`src/hdl/ded_pkg.sv`:
```
// Shared types and constants for the directory entry decoder.
// Depends on nothing; imported by ded_attr and directory_entry_decoder.
`timescale 1ns / 1ps

package ded_pkg;

    // Image layout
    localparam int unsigned OffsetWidth = 11;
    localparam logic [OffsetWidth-1:0] OFFSET_MAX       = 11'd2047;
    localparam logic [OffsetWidth-1:0] ENTRY_BASE       = 11'd5;
    localparam logic [OffsetWidth-1:0] OLD_PARENT_AT    = 11'd1238;
    localparam logic [OffsetWidth-1:0] D_PARENT_AT      = 11'd2010;
    localparam logic [6:0]             OLD_ENTRY_LIMIT  = 7'd47;
    localparam logic [6:0]             D_ENTRY_LIMIT    = 7'd77;
    localparam logic [4:0]             ENTRY_LAST_POS   = 5'd25;
    localparam logic [6:0]             CHAR_CR          = 7'h0d;

    // Type class detection constants
    localparam logic [15:0] EXEC_BASIC_A = 16'h8023;
    localparam logic [15:0] EXEC_BASIC_B = 16'h802B;
    localparam logic [15:0] HALF_ONES    = 16'hFFFF;

    // Result kind, carried on m_tuser
    typedef enum logic {
        KIND_ENTRY   = 1'b0,
        KIND_TRAILER = 1'b1
    } ded_kind_t;

    // Type class codes
    typedef enum logic [2:0] {
        TC_BINARY  = 3'd0,
        TC_BASIC   = 3'd1,
        TC_SPOOL   = 3'd2,
        TC_DATA    = 3'd3,
        TC_GRAPHIC = 3'd4
    } ded_type_t;

    // Result payload as packed on m_tdata, first member in the highest bits
    typedef struct packed {
        logic        pad;
        ded_type_t   type_class;
        logic [4:0]  attributes;
        logic [7:0]  sequence_res;
        logic [23:0] sector_number;
        logic [31:0] file_length;
        logic [31:0] exec_address;
        logic [31:0] load_address;
        logic [15:0] name_high;
        logic [63:0] name_low;
        logic [6:0]  entry_index;
    } ded_result_t;

    // Captured entry words handed to the attribute decoder
    typedef struct packed {
        logic [4:0]  flag_bits;
        logic [7:0]  seq_byte;
        logic [31:0] load_word;
        logic [31:0] exec_word;
        logic [31:0] length_word;
    } ded_fields_t;

endpackage

```
`src/hdl/directory_entry_decoder.sv`:
```
// Directory entry decoder: byte stream in, decoded entries and trailer out.
// A result is registered: it is on m_tvalid in the cycle after the beat that causes it.
// Throughput: one byte per cycle; s_tready is low only while a held result
// is not taken (single output register, s_tready = !m_tvalid | m_tready).
// Reset (aresetn low, synchronous) clears the offset, entry position, listing
// state, layout select, all field stores and the output valid.
// Depends on ded_pkg and ded_attr.
`timescale 1ns / 1ps

module directory_entry_decoder
    import ded_pkg::*;
(
    input  logic         aclk,
    input  logic         aresetn,

    input  logic         cfg_we,
    input  logic         cfg_wdata,      // d_format

    input  logic         s_tvalid,
    output logic         s_tready,
    input  logic [7:0]   s_tdata,        // [7:0] dir_byte
    input  logic         s_tlast,        // last_byte

    output logic         m_tvalid,
    input  logic         m_tready,
    // [6:0] entry_index, [70:7] name_low, [86:71] name_high,
    // [118:87] load_address, [150:119] exec_address, [182:151] file_length,
    // [206:183] sector_number, [214:207] sequence_res, [219:215] attributes,
    // [222:220] type_class, [223] zero
    output logic [223:0] m_tdata,
    output logic         m_tuser         // kind
);

    // Control state
    logic                   d_format_reg;
    logic [OffsetWidth-1:0] offset_reg,  offset_next;
    logic [4:0]             seg_pos_reg, seg_pos_next;
    logic [6:0]             entry_k_reg, entry_k_next;
    logic                   listing_ended_reg, listing_ended_next;
    logic                   m_valid_reg, m_valid_next;

    // Field stores
    logic [63:0] name_reg,   name_next;
    logic [15:0] tail_reg,   tail_next;
    logic [4:0]  flags_reg,  flags_next;
    logic [31:0] load_reg,   load_next;
    logic [31:0] exec_reg,   exec_next;
    logic [31:0] length_reg, length_next;
    logic [23:0] sector_reg, sector_next;
    logic [7:0]  master_reg, master_next;
    logic [23:0] parent_reg, parent_next;

    // Output register
    ded_result_t result_reg, result_next;
    ded_kind_t   kind_reg,   kind_next;

    logic                   accept;
    logic [7:0]             dir_byte;
    logic [6:0]             clean_char;
    logic [6:0]             entry_limit;
    logic [OffsetWidth-1:0] parent_at;
    logic [OffsetWidth-1:0] parent_rel;
    logic                   in_entries;
    logic                   entry_done;
    logic [4:0]             lane_tail, lane_load, lane_exec, lane_length, lane_sector;
    ded_fields_t            entry_fields;
    logic [4:0]             entry_attr;
    ded_type_t              entry_type;

    assign accept   = s_tvalid && s_tready;
    assign s_tready = !m_valid_reg || m_tready;
    assign dir_byte = s_tdata;

    assign entry_limit = d_format_reg ? D_ENTRY_LIMIT : OLD_ENTRY_LIMIT;
    assign parent_at   = d_format_reg ? D_PARENT_AT : OLD_PARENT_AT;
    assign parent_rel  = offset_reg - parent_at;
    assign in_entries  = (offset_reg >= ENTRY_BASE) && (entry_k_reg < entry_limit);
    assign entry_done  = in_entries && (seg_pos_reg == ENTRY_LAST_POS) && !listing_ended_reg;

    // Strip bit 7 and blank out CR
    assign clean_char = (dir_byte[6:0] == CHAR_CR) ? 7'd0 : dir_byte[6:0];

    assign lane_tail   = seg_pos_reg - 5'd8;
    assign lane_load   = seg_pos_reg - 5'd10;
    assign lane_exec   = seg_pos_reg - 5'd14;
    assign lane_length = seg_pos_reg - 5'd18;
    assign lane_sector = seg_pos_reg - 5'd22;

    // Entry words used by the decoder: stores are not written at the last entry byte
    assign entry_fields = '{
        flag_bits:   flags_reg,
        seq_byte:    dir_byte,
        load_word:   load_reg,
        exec_word:   exec_reg,
        length_word: length_reg
    };

    ded_attr u_attr (
        .d_format   (d_format_reg),
        .fields     (entry_fields),
        .attributes (entry_attr),
        .type_class (entry_type)
    );

    // Capture image bytes into the stores
    always_comb begin
        name_next          = name_reg;
        tail_next          = tail_reg;
        flags_next         = flags_reg;
        load_next          = load_reg;
        exec_next          = exec_reg;
        length_next        = length_reg;
        sector_next        = sector_reg;
        master_next        = master_reg;
        parent_next        = parent_reg;
        listing_ended_next = listing_ended_reg;

        if (offset_reg == '0) begin
            master_next = dir_byte;
        end
        if (offset_reg >= parent_at && parent_rel < 11'd3) begin
            parent_next[parent_rel[1:0]*8 +: 8] = dir_byte;
        end

        if (in_entries) begin
            if (seg_pos_reg < 5'd8) begin
                name_next[seg_pos_reg[2:0]*8 +: 8] = {1'b0, clean_char};
            end else if (seg_pos_reg < 5'd10) begin
                tail_next[lane_tail[0]*8 +: 8] = {1'b0, clean_char};
            end else if (seg_pos_reg < 5'd14) begin
                load_next[lane_load[1:0]*8 +: 8] = dir_byte;
            end else if (seg_pos_reg < 5'd18) begin
                exec_next[lane_exec[1:0]*8 +: 8] = dir_byte;
            end else if (seg_pos_reg < 5'd22) begin
                length_next[lane_length[1:0]*8 +: 8] = dir_byte;
            end else if (seg_pos_reg < 5'd25) begin
                sector_next[lane_sector[1:0]*8 +: 8] = dir_byte;
            end
            if (seg_pos_reg < 5'd5) begin
                flags_next[seg_pos_reg[2:0]] = dir_byte[7];
            end
            if (seg_pos_reg == 5'd0 && dir_byte == 8'd0) begin
                listing_ended_next = 1'b1;
            end
        end

        if (s_tlast) begin
            listing_ended_next = 1'b0;
        end
    end

    // Advance the offset and the entry position; restart on the last beat
    always_comb begin
        offset_next  = offset_reg;
        seg_pos_next = seg_pos_reg;
        entry_k_next = entry_k_reg;
        if (s_tlast) begin
            offset_next  = '0;
            seg_pos_next = '0;
            entry_k_next = '0;
        end else if (offset_reg != OFFSET_MAX) begin
            offset_next = offset_reg + 11'd1;
            if (offset_reg >= ENTRY_BASE) begin
                if (seg_pos_reg == ENTRY_LAST_POS) begin
                    seg_pos_next = '0;
                    entry_k_next = entry_k_reg + 7'd1;
                end else begin
                    seg_pos_next = seg_pos_reg + 5'd1;
                end
            end
        end
    end

    // Build the result: trailer wins over an entry finishing on the last beat
    always_comb begin
        result_next  = result_reg;
        kind_next    = kind_reg;
        m_valid_next = m_valid_reg && !m_tready;
        if (accept && s_tlast) begin
            result_next               = '0;
            result_next.sector_number = parent_next;
            result_next.sequence_res  = master_next;
            kind_next                 = KIND_TRAILER;
            m_valid_next              = 1'b1;
        end else if (accept && entry_done) begin
            result_next.pad           = 1'b0;
            result_next.type_class    = entry_type;
            result_next.attributes    = entry_attr;
            result_next.sequence_res  = dir_byte;
            result_next.sector_number = sector_reg;
            result_next.file_length   = length_reg;
            result_next.exec_address  = exec_reg;
            result_next.load_address  = load_reg;
            result_next.name_high     = tail_reg;
            result_next.name_low      = name_reg;
            result_next.entry_index   = entry_k_reg;
            kind_next                 = KIND_ENTRY;
            m_valid_next              = 1'b1;
        end
    end

    // Hold state and stores; update them on each accepted beat
    always_ff @(posedge aclk) begin
        if (!aresetn) begin
            d_format_reg      <= 1'b0;
            offset_reg        <= '0;
            seg_pos_reg       <= '0;
            entry_k_reg       <= '0;
            listing_ended_reg <= 1'b0;
            m_valid_reg       <= 1'b0;
            name_reg          <= '0;
            tail_reg          <= '0;
            flags_reg         <= '0;
            load_reg          <= '0;
            exec_reg          <= '0;
            length_reg        <= '0;
            sector_reg        <= '0;
            master_reg        <= '0;
            parent_reg        <= '0;
        end else begin
            if (cfg_we) begin
                d_format_reg <= cfg_wdata;
            end
            m_valid_reg <= m_valid_next;
            if (accept) begin
                offset_reg        <= offset_next;
                seg_pos_reg       <= seg_pos_next;
                entry_k_reg       <= entry_k_next;
                listing_ended_reg <= listing_ended_next;
                name_reg          <= name_next;
                tail_reg          <= tail_next;
                flags_reg         <= flags_next;
                load_reg          <= load_next;
                exec_reg          <= exec_next;
                length_reg        <= length_next;
                sector_reg        <= sector_next;
                master_reg        <= master_next;
                parent_reg        <= parent_next;
            end
        end
    end

    // Output payload register
    always_ff @(posedge aclk) begin
        result_reg <= result_next;
        kind_reg   <= kind_next;
    end

    assign m_tvalid = m_valid_reg;
    assign m_tdata  = result_reg;
    assign m_tuser  = kind_reg;

    // Entry position stays within one 26-byte entry
    assert property (@(posedge aclk) disable iff (!aresetn)
        seg_pos_reg <= ENTRY_LAST_POS)
        else $error("entry byte position out of range");

    // Before the first entry the position counters are idle
    assert property (@(posedge aclk) disable iff (!aresetn)
        offset_reg < ENTRY_BASE |-> seg_pos_reg == 5'd0 && entry_k_reg == 7'd0)
        else $error("entry position moved before first entry");

    // The last beat restarts the image
    assert property (@(posedge aclk) disable iff (!aresetn)
        accept && s_tlast |=> offset_reg == '0 && !listing_ended_reg && m_tvalid
            && m_tuser == KIND_TRAILER)
        else $error("last beat did not restart the image");

    // An entry index always stays below the D layout limit, the larger of the two limits
    assert property (@(posedge aclk) disable iff (!aresetn)
        m_tvalid && m_tuser == KIND_ENTRY |-> m_tdata[6:0] < D_ENTRY_LIMIT)
        else $error("entry index beyond limit");

    // A new result is only loaded when the held one is gone
    assert property (@(posedge aclk) disable iff (!aresetn)
        m_tvalid && !m_tready |-> !accept)
        else $error("beat accepted over a held result");

endmodule

```
`src/hdl/ded_attr.sv`:
```
// Attribute and type class decode for one finished directory entry.
// Depends on ded_pkg for the field struct and type class codes.
`timescale 1ns / 1ps

module ded_attr
    import ded_pkg::*;
(
    input  logic        d_format,
    input  ded_fields_t fields,
    output logic [4:0]  attributes,
    output ded_type_t   type_class
);

    logic [15:0] load_lo;
    logic [15:0] exec_lo;
    logic        graphic_hit;

    assign load_lo = fields.load_word[15:0];
    assign exec_lo = fields.exec_word[15:0];

    // Attributes: name top bits in the old layout (only bits 4:3 kept when bit 4 is set), sequence byte low nibble in D
    always_comb begin
        if (d_format) begin
            attributes = {1'b0, fields.seq_byte[3:0]};
        end else if (fields.flag_bits[4]) begin
            attributes = fields.flag_bits & 5'b11000;
        end else begin
            attributes = fields.flag_bits;
        end
    end

    // Known screen load address and length pairs
    assign graphic_hit =
        (fields.length_word == 32'h0000_5000 && load_lo == 16'h3000) ||
        (fields.length_word == 32'h0000_4000 && load_lo == 16'h4000) ||
        (fields.length_word == 32'h0000_2800 && load_lo == 16'h5800) ||
        (fields.length_word == 32'h0000_6000 && load_lo == 16'h2000) ||
        (fields.length_word == 32'h0000_0400 && load_lo == 16'h7C00);

    // Later tests take priority over earlier ones
    always_comb begin
        type_class = TC_BINARY;
        if (exec_lo == EXEC_BASIC_A || exec_lo == EXEC_BASIC_B) begin
            type_class = TC_BASIC;
        end
        if (exec_lo == HALF_ONES && load_lo == 16'h0000) begin
            type_class = TC_SPOOL;
        end
        if (exec_lo == HALF_ONES && load_lo == HALF_ONES) begin
            type_class = TC_DATA;
        end
        if (graphic_hit) begin
            type_class = TC_GRAPHIC;
        end
    end

endmodule
```
`config.mk`:
```
export PLATFORM = sky130hd
export DESIGN_NAME = directory_entry_decoder
export DESIGN_NICKNAME = d
export VERILOG_FILES = /design/src/hdl/ded_pkg.sv /design/src/hdl/directory_entry_decoder.sv /design/src/hdl/ded_attr.sv
export SDC_FILE = /design/constraint.sdc
export NUM_CORES = 1
export LEC_CHECK = 0
export ABC_AREA = 1
export BUFFER_PORTS_ARGS = -buffer_cell sky130_fd_sc_hd__buf_2
export CAP_MARGIN = 20
export CORE_MARGIN = 3
export CORE_UTILIZATION = 53
export CTS_BUF_LIST = sky130_fd_sc_hd__clkbuf_16
export DETAILED_ROUTE_END_ITERATION = 12
export PLACE_DENSITY = 0.74
export SYNTH_ARGS = -nofsm -noshare
export SYNTH_HDL_FRONTEND = slang
export SYNTH_SLANG_ARGS = --single-unit
```
`constraint.sdc`:
```
create_clock -name aclk -period 5 [get_ports aclk]
set_clock_uncertainty 0.2 [all_clocks]
set_input_delay 1 -clock aclk [delete_from_list [all_inputs] [get_ports aclk]]
set_output_delay 1 -clock aclk [all_outputs]
set_load 0.01 [all_outputs]
```
======== After elaboration in Yosys (flattened, before gate mapping) ========
Cells that the tools add are included.
storage, ports and cells
  input bits .............................. 15
  bits in registers ....................... 487
  logic and storage cells ................. 176
  output and inout port bits .............. 227
operators by class
  shift operators ......................... 14
  reductions and logical operators ........ 47
  muxes and demuxes ....................... 38
  magnitude comparators ................... 13
  equality and inequality tests ........... 17
  bitwise operators ....................... 5
  $add $sub $neg .......................... 16
operators with widths
  operator                   number
  $mux W215                  2
  $neg A5 Y34                5
  $shift A8 B34 Y32 const A  3
  $shiftx A8 B34 Y32         3
  $bwmux W32                 3
  $eq A32 B15 Y1 const B     3
  $shift A8 B34 Y24 const A  2
  $shiftx A8 B34 Y24         2
  $bwmux W64                 1
  $eq A16 B16 Y1 const B     4
  $shift A8 B34 Y64 const A  1
  $shiftx A8 B34 Y64         1
  $bwmux W24                 2
  $eq A16 B15 Y1 const B     3
  $mux W7                    6
  $neg A4 Y34                1
  $neg A6 Y34                1
  $shift A8 B34 Y16 const A  1
  $shiftx A8 B34 Y16         1
  $eq A16 B14 Y1 const B     2
  $eq A32 B11 Y1 const B     1
  $eq A32 B14 Y1 const B     1
  $mux W5                    6
  $mux W24                   1
  other kinds (43)           94

======== Longest topological paths before layout ========
  word-level depth ........................ 8
  mapped depth ............................ 15
  gate-level depth less buffers ........... 14

======== By module ========
Synthesis repeated with hierarchy kept, for this count alone.
second synthesis, totals
  cells, all modules ...................... 2628
  area, all modules ....................... 19527.5 um^2
by module, submodules not included
  module                   instances  area an instance (um^2)  cells an instance  seq. area each (um^2)
  directory_entry_decoder  1          18929.4                  2482               9669.3
  ded_attr                 1          598.1                    146                0.0

======== Least setup slack after synthesis ========
Ideal clock, no wire load.
  path type ............................... input -> register
  start point ............................. input m_tready
  end point ............................... register result_reg, in the netlist m_tdata[171]
  required time ........................... 4.683 ns
  stages on the path ...................... 11
  setup time .............................. 0.117 ns
  path slack .............................. 1.681 ns
  buffers on the path ..................... 3
  arrival time ............................ 3.002 ns
  cells stage by stage .................... inv_2 -> nand2_1 -> nand2_1 -> buf_2 -> nor2_1 -> inv_2 -> nand2_1 -> inv_2 -> buf_6 -> buf_2 -> a22o_1
between the ends
  cells in the longest elaborated chain, start to end .. 3
  elaborated cells between the ends (all ways) .. 4
  those cells by class .................... 4 x reduce/logical
RTL lines
  what                                    RTL line                                                        source
  from (decl)                             directory_entry_decoder.sv:25                                   input logic m_tready,
  $logic_or A1 B1 Y1 *                    directory_entry_decoder.sv:71                                   assign s_tready = !m_valid_reg || m_tready;
  net s_tready                            directory_entry_decoder.sv:20                                   output logic s_tready,
  $logic_and A1 B1 Y1 *                   directory_entry_decoder.sv:70                                   assign accept = s_tvalid && s_tready;
  $logic_and A1 B1 Y1 (on tied branches)  directory_entry_decoder.sv:185, directory_entry_decoder.sv:179
  to (signal assigned)                    directory_entry_decoder.sv:245                                  result_reg <= result_next;
  to (decl)                               directory_entry_decoder.sv:54                                   ded_result_t result_reg, result_next;
Mark *: on every way through the listed nets, which the timed path passes. The rest lies on a longest branch.
A chain may end at the register's enable or synchronous reset.

==> impl_metrics.prom <==
# TYPE chip_impl_metric gauge
chip_impl_info{name="hold_path_class",value="flop to flop"} 1
chip_impl_metric{name="final_net_count",unit=""} 2509
chip_impl_metric{name="drt_iter0_markers",unit=""} 1723
chip_impl_metric{name="maximum_number_of_pins_on_one_net_before_global_route_repair",unit=""} 122
chip_impl_metric{name="crit_buf_inv",unit=""} 1
chip_impl_info{name="setup.worst_path.start",value="d_format_reg$_SDFFE_PN0P_"} 1
chip_impl_metric{name="cts_setup_buffers",unit=""} 0
chip_impl_metric{name="die-width",unit="um"} 192
chip_impl_metric{name="dp_slack",unit="ns"} 1.31
chip_impl_metric{name="p_per_area",unit="mW/mm2"} 357
chip_impl_info{name="cts_tree",value="yes"} 1
chip_impl_info{name="synthMostInstantiatedCell",value="sky130_fd_sc_hd__nand2_1"} 1
chip_impl_metric{name="area.sequential",unit="mm2"} 0.00967
chip_impl_metric{name="synth_top_cell_area_share",unit="%"} 47.4
chip_impl_metric{name="totalPowerFinal",unit="uW"} 7550
chip_impl_metric{name="async_flop_share",unit="%"} 0
chip_impl_metric{name="routability_driven_placement_congestion_ratio",unit=""} 0.904
chip_impl_info{name="min_from",value="m_tdata[158]$_SDFFE_PP0N_"} 1
chip_impl_metric{name="rr_worst_depth",unit=""} 13
chip_impl_info{name="synthTopCellsByArea",value="sky130_fd_sc_hd__dfxtp_1 47%, sky130_fd_sc_hd__nand2_1 9.2%, sky130_fd_sc_hd__nor2_1 5.6%, sky130_fd_sc_hd__o21ai_0 5.3%, sky130_fd_sc_hd__edfxtp_1 5.2%"} 1
chip_impl_metric{name="antenna_found_initial",unit=""} 1
chip_impl_metric{name="port_buffers",unit=""} 230
chip_impl_metric{name="area_fraction_in_compound_gates_after_synthesis",unit="%"} 17.4
chip_impl_metric{name="synth_edf_count",unit=""} 32
chip_impl_metric{name="std_cell_rows",unit=""} 67
chip_impl_metric{name="synth_simple_gate_area_share",unit="%"} 20.6
chip_impl_info{name="synth_top_family_by_area",value="simple AND/OR/NAND/NOR gates"} 1
chip_impl_metric{name="ant_nets",unit=""} 0
chip_impl_metric{name="cts_max_level",unit=""} 2
chip_impl_metric{name="worst_hold_path.num_cells",unit=""} 2
chip_impl_metric{name="clkLatencyLatePin",unit="ns"} 0.56
chip_impl_metric{name="path_depth",unit=""} 13
chip_impl_metric{name="routed_wirelength",unit="um"} 52500
chip_impl_metric{name="clock_sinks",unit=""} 467
chip_impl_metric{name="routedWlPerCell",unit="um"} 17.8
chip_impl_metric{name="hold_violations",unit=""} 0
chip_impl_info{name="clock-root-buffer",value="sky130_fd_sc_hd__clkbuf_16"} 1
chip_impl_metric{name="fraction_of_final_layout_cells_with_drive_strength_greater_than_1",unit="%"} 14.7
chip_impl_metric{name="number_of_buffers_inserted_during_clock_tree_synthesis",unit=""} 46
chip_impl_metric{name="seqPwrFrac",unit="%"} 50.5
chip_impl_metric{name="switchingPower",unit="uW"} 1760
chip_impl_metric{name="post_synth_xor_area_fraction",unit="%"} 0.143
chip_impl_metric{name="antenna_cells",unit=""} 0
chip_impl_metric{name="route.detailed.drc",unit=""} 0
chip_impl_info{name="ys_top_cells_by_count",value="451 x sky130_fd_sc_hd__nand2_1, 435 x sky130_fd_sc_hd__dfxtp_1, 272 x sky130_fd_sc_hd__nor2_1"} 1
chip_impl_metric{name="swShare",unit="%"} 23.3
chip_impl_metric{name="largest_register_ff_count",unit=""} 213
chip_impl_info{name="netlist.top_cell.by_area",value="sky130_fd_sc_hd__dfxtp_1"} 1
chip_impl_info{name="crit_path_class",value="flop to flop"} 1
chip_impl_metric{name="layout_worst_path_cycle_share",unit="%"} 74.4
chip_impl_metric{name="place_hpwl",unit="um"} 36400
chip_impl_metric{name="final_cell_area",unit="mm2"} 0.0211
chip_impl_metric{name="max-vdd-ir-drop",unit="uV"} 242
chip_impl_metric{name="clock.fmax",unit="GHz"} 0.269
chip_impl_metric{name="floorplan.core_area",unit="mm2"} 0.0339
chip_impl_metric{name="fin_setup_tns",unit="ns"} 0
chip_impl_metric{name="timing_worst_slew_pin_value",unit="ns"} 0.859
chip_impl_metric{name="req_time_crit_path",unit="ns"} 5.17
chip_impl_info{name="path_common_cell",value="sky130_fd_sc_hd__nand2_1"} 1
chip_impl_metric{name="cts_hold_buf",unit=""} 0
chip_impl_metric{name="internal_power",unit="uW"} 5790
chip_impl_metric{name="global_route.overflow_total",unit=""} 0
chip_impl_info{name="outcome",value="complete, no violations"} 1
chip_impl_info{name="crit_family",value="simple AND/OR/NAND/NOR gates"} 1
chip_impl_metric{name="floorplan.initialDensity",unit="%"} 54.3
chip_impl_info{name="worstPathCellList",value="inv_1, ha_1, nand2_1, nor2_1, nor2_1, nand2_1, nand2_1, nand4_1, nor2_4, nand2_1, nand2_1, nand2_1, o21ai_1"} 1
chip_impl_metric{name="syn-instance-count",unit=""} 2290
chip_impl_metric{name="drv.max_cap_violation_count",unit=""} 0
chip_impl_metric{name="power.clock.fraction",unit="%"} 44.4
chip_impl_metric{name="route.detailed.vias_per_inst",unit=""} 5.50
chip_impl_metric{name="combinational_power_share",unit="%"} 5.2
chip_impl_metric{name="max_stage_delay",unit="ns"} 0.68
chip_impl_metric{name="post_synth_instance_area",unit="mm2"} 0.0184
chip_impl_metric{name="die_h",unit="um"} 192
chip_impl_metric{name="post_dp_cell_area",unit="mm2"} 0.0197
chip_impl_info{name="critical_path.reg2reg.startpoint",value="d_format_reg$_SDFFE_PN0P_"} 1
chip_impl_metric{name="area_growth_syn_to_layout",unit="%"} 15.1
chip_impl_metric{name="finalMaxSlewViolations",unit=""} 0
chip_impl_info{name="synth_top_flop_cell",value="sky130_fd_sc_hd__dfxtp_1"} 1
chip_impl_metric{name="detailroute.via_count",unit=""} 16200
chip_impl_metric{name="multiInputGateArea",unit="mm2"} 0.00735
chip_impl_metric{name="grt_pass1_wl",unit="um"} 81200
chip_impl_metric{name="clk_transition_reported_paths",unit="ns"} 0.06
chip_impl_metric{name="syn_area_per_cell",unit="um2"} 8.03
chip_impl_metric{name="detail_route.first_pass.iterations",unit=""} 6
chip_impl_metric{name="period_needed",unit="ns"} 3.72
chip_impl_info{name="crit_path_top_delay_cell",value="sky130_fd_sc_hd__dfxtp_1"} 1
chip_impl_metric{name="ys_seq_area_share",unit="%"} 52.6
chip_impl_metric{name="worst_ep_arrival_time",unit="ns"} 3.89
chip_impl_metric{name="boundaryPins",unit=""} 242
chip_impl_metric{name="dieArea",unit="mm2"} 0.0369
chip_impl_metric{name="groute.usage.overall",unit="%"} 27.6
chip_impl_metric{name="yosys_warnings",unit=""} 0
chip_impl_metric{name="via_count_of_the_first_global_routing_pass",unit=""} 14900
chip_impl_metric{name="post_cts.resized_instances",unit=""} 0
chip_impl_info{name="rsz0062_at_grt",value="no"} 1
chip_impl_metric{name="total_leakage_power",unit="uW"} 0.00904
chip_impl_metric{name="worst_slack",unit="ns"} 1.28
chip_impl_metric{name="proportion_of_synthesized_area_in_mux_cells",unit="%"} 0
chip_impl_info{name="timing.critical_path.to_type",value="flop"} 1
chip_impl_metric{name="synthAdderAreaFrac",unit="%"} 1.61
chip_impl_metric{name="layout_fillers",unit=""} 2989
chip_impl_metric{name="setup-violations-final",unit=""} 0
chip_impl_info{name="type_of_element_launching_the_critical_path",value="flop"} 1
chip_impl_metric{name="cts-root-to-sink-buffers",unit=""} 3
chip_impl_metric{name="synth_cell_types",unit=""} 44
chip_impl_metric{name="critPathMaxFanout",unit=""} 27
chip_impl_metric{name="yosys_register_bits",unit=""} 467
chip_impl_metric{name="timing.max_slew.rel_slack",unit="%"} 42.5
## power by group through the flow
stage | registers, uW | logic [uW] | clock network [uW]
5_1_grt | 3810 | 427 | 3530
3_5_place_dp | 3890 | 378 | 0
6_report | 3810 | 390 | 3350
3_3_place_gp | 3890 | 373 | 0
4_1_cts | 3810 | 381 | 3380
2_1_floorplan | 3900 | 260 | 0
## layer usage
layer  up-vias  part of all wire [%]  global-route usage (%)
met5         -                 0.025                       0
met4         2                   2.8                    9.13
met3        96                   8.6                    4.56
met2       722                    45                    43.4
met1      7514                    44                    38.7
li1       7901                     -                       -
## cell usage in the layout, fill, tap and decap left out, types with 17 or more instances in the layout
cell type and count:
sky130_fd_sc_hd__a21oi_1 156, sky130_fd_sc_hd__a22o_1 66, sky130_fd_sc_hd__buf_2 229, sky130_fd_sc_hd__clkbuf_16 47, sky130_fd_sc_hd__dfxtp_1 435, sky130_fd_sc_hd__edfxtp_1 32
sky130_fd_sc_hd__ha_1 22, sky130_fd_sc_hd__inv_1 203, sky130_fd_sc_hd__inv_2 17, sky130_fd_sc_hd__nand2_1 451, sky130_fd_sc_hd__nand3_1 54, sky130_fd_sc_hd__nand4_1 21
sky130_fd_sc_hd__nor2_1 272, sky130_fd_sc_hd__nor3_1 38, sky130_fd_sc_hd__nor4_1 21, sky130_fd_sc_hd__o21ai_0 193, sky130_fd_sc_hd__o21ai_1 116
## kinds of logic after synthesis
| family | count (synthesis) |
|---|---|
| DFF | 467 |
| and+or+nand+nor | 900 |
| adders and majority gates | 23 |
| AOI/OAI and AO/OA | 563 |
| buffers and inverters | 333 |
| xor gates and xnor gates | 3 |
| other | 1 |
## area by class of cell
class	instances	share of cell area, %
Tap cell	448	2.65
Inverter	213	3.79
Multi-Input combinational cell	1500	34.7
Timing Repair Buffer	243	6.21
Clock inverter	34	1.31
Sequential cell	467	45.7
Clock buffer	47	5.56
## worst register-to-register path: cells and delay by family (launching register included)
family	cells	cell delay, ns
DFF	1	0.68
buffers and inverters	1	0.34
and+or+nand+nor	10	1.69
AOI/OAI and AO/OA	1	0.21
adders and majority gates	1	0.41
## worst paths after layout
check / end / slack (ns)
max: m_tdata[189]$_DFFE_PP_ / 1.28
min: m_tdata[158]$_SDFFE_PP0N_ / 0.24
max reg2reg: m_tdata[189]$_DFFE_PP_ / 1.28
min reg2reg: m_tdata[158]$_SDFFE_PP0N_ / 0.24
## metrics by stage
stage / utilization [%] / hold slack, ns / instances
after detailed placement: 58.1 / 0.228 / 2871
after global placement: 58.1 / 0.224 / 2871
after CTS: 62.4 / 0.242 / 2952
final: 62.4 / 0.239 / 2952
after floorplan: - / 0.230 / 2300
after global routing: 62.4 / 0.258 / 2952
Note: power is estimated with default switching activity, not from simulation.
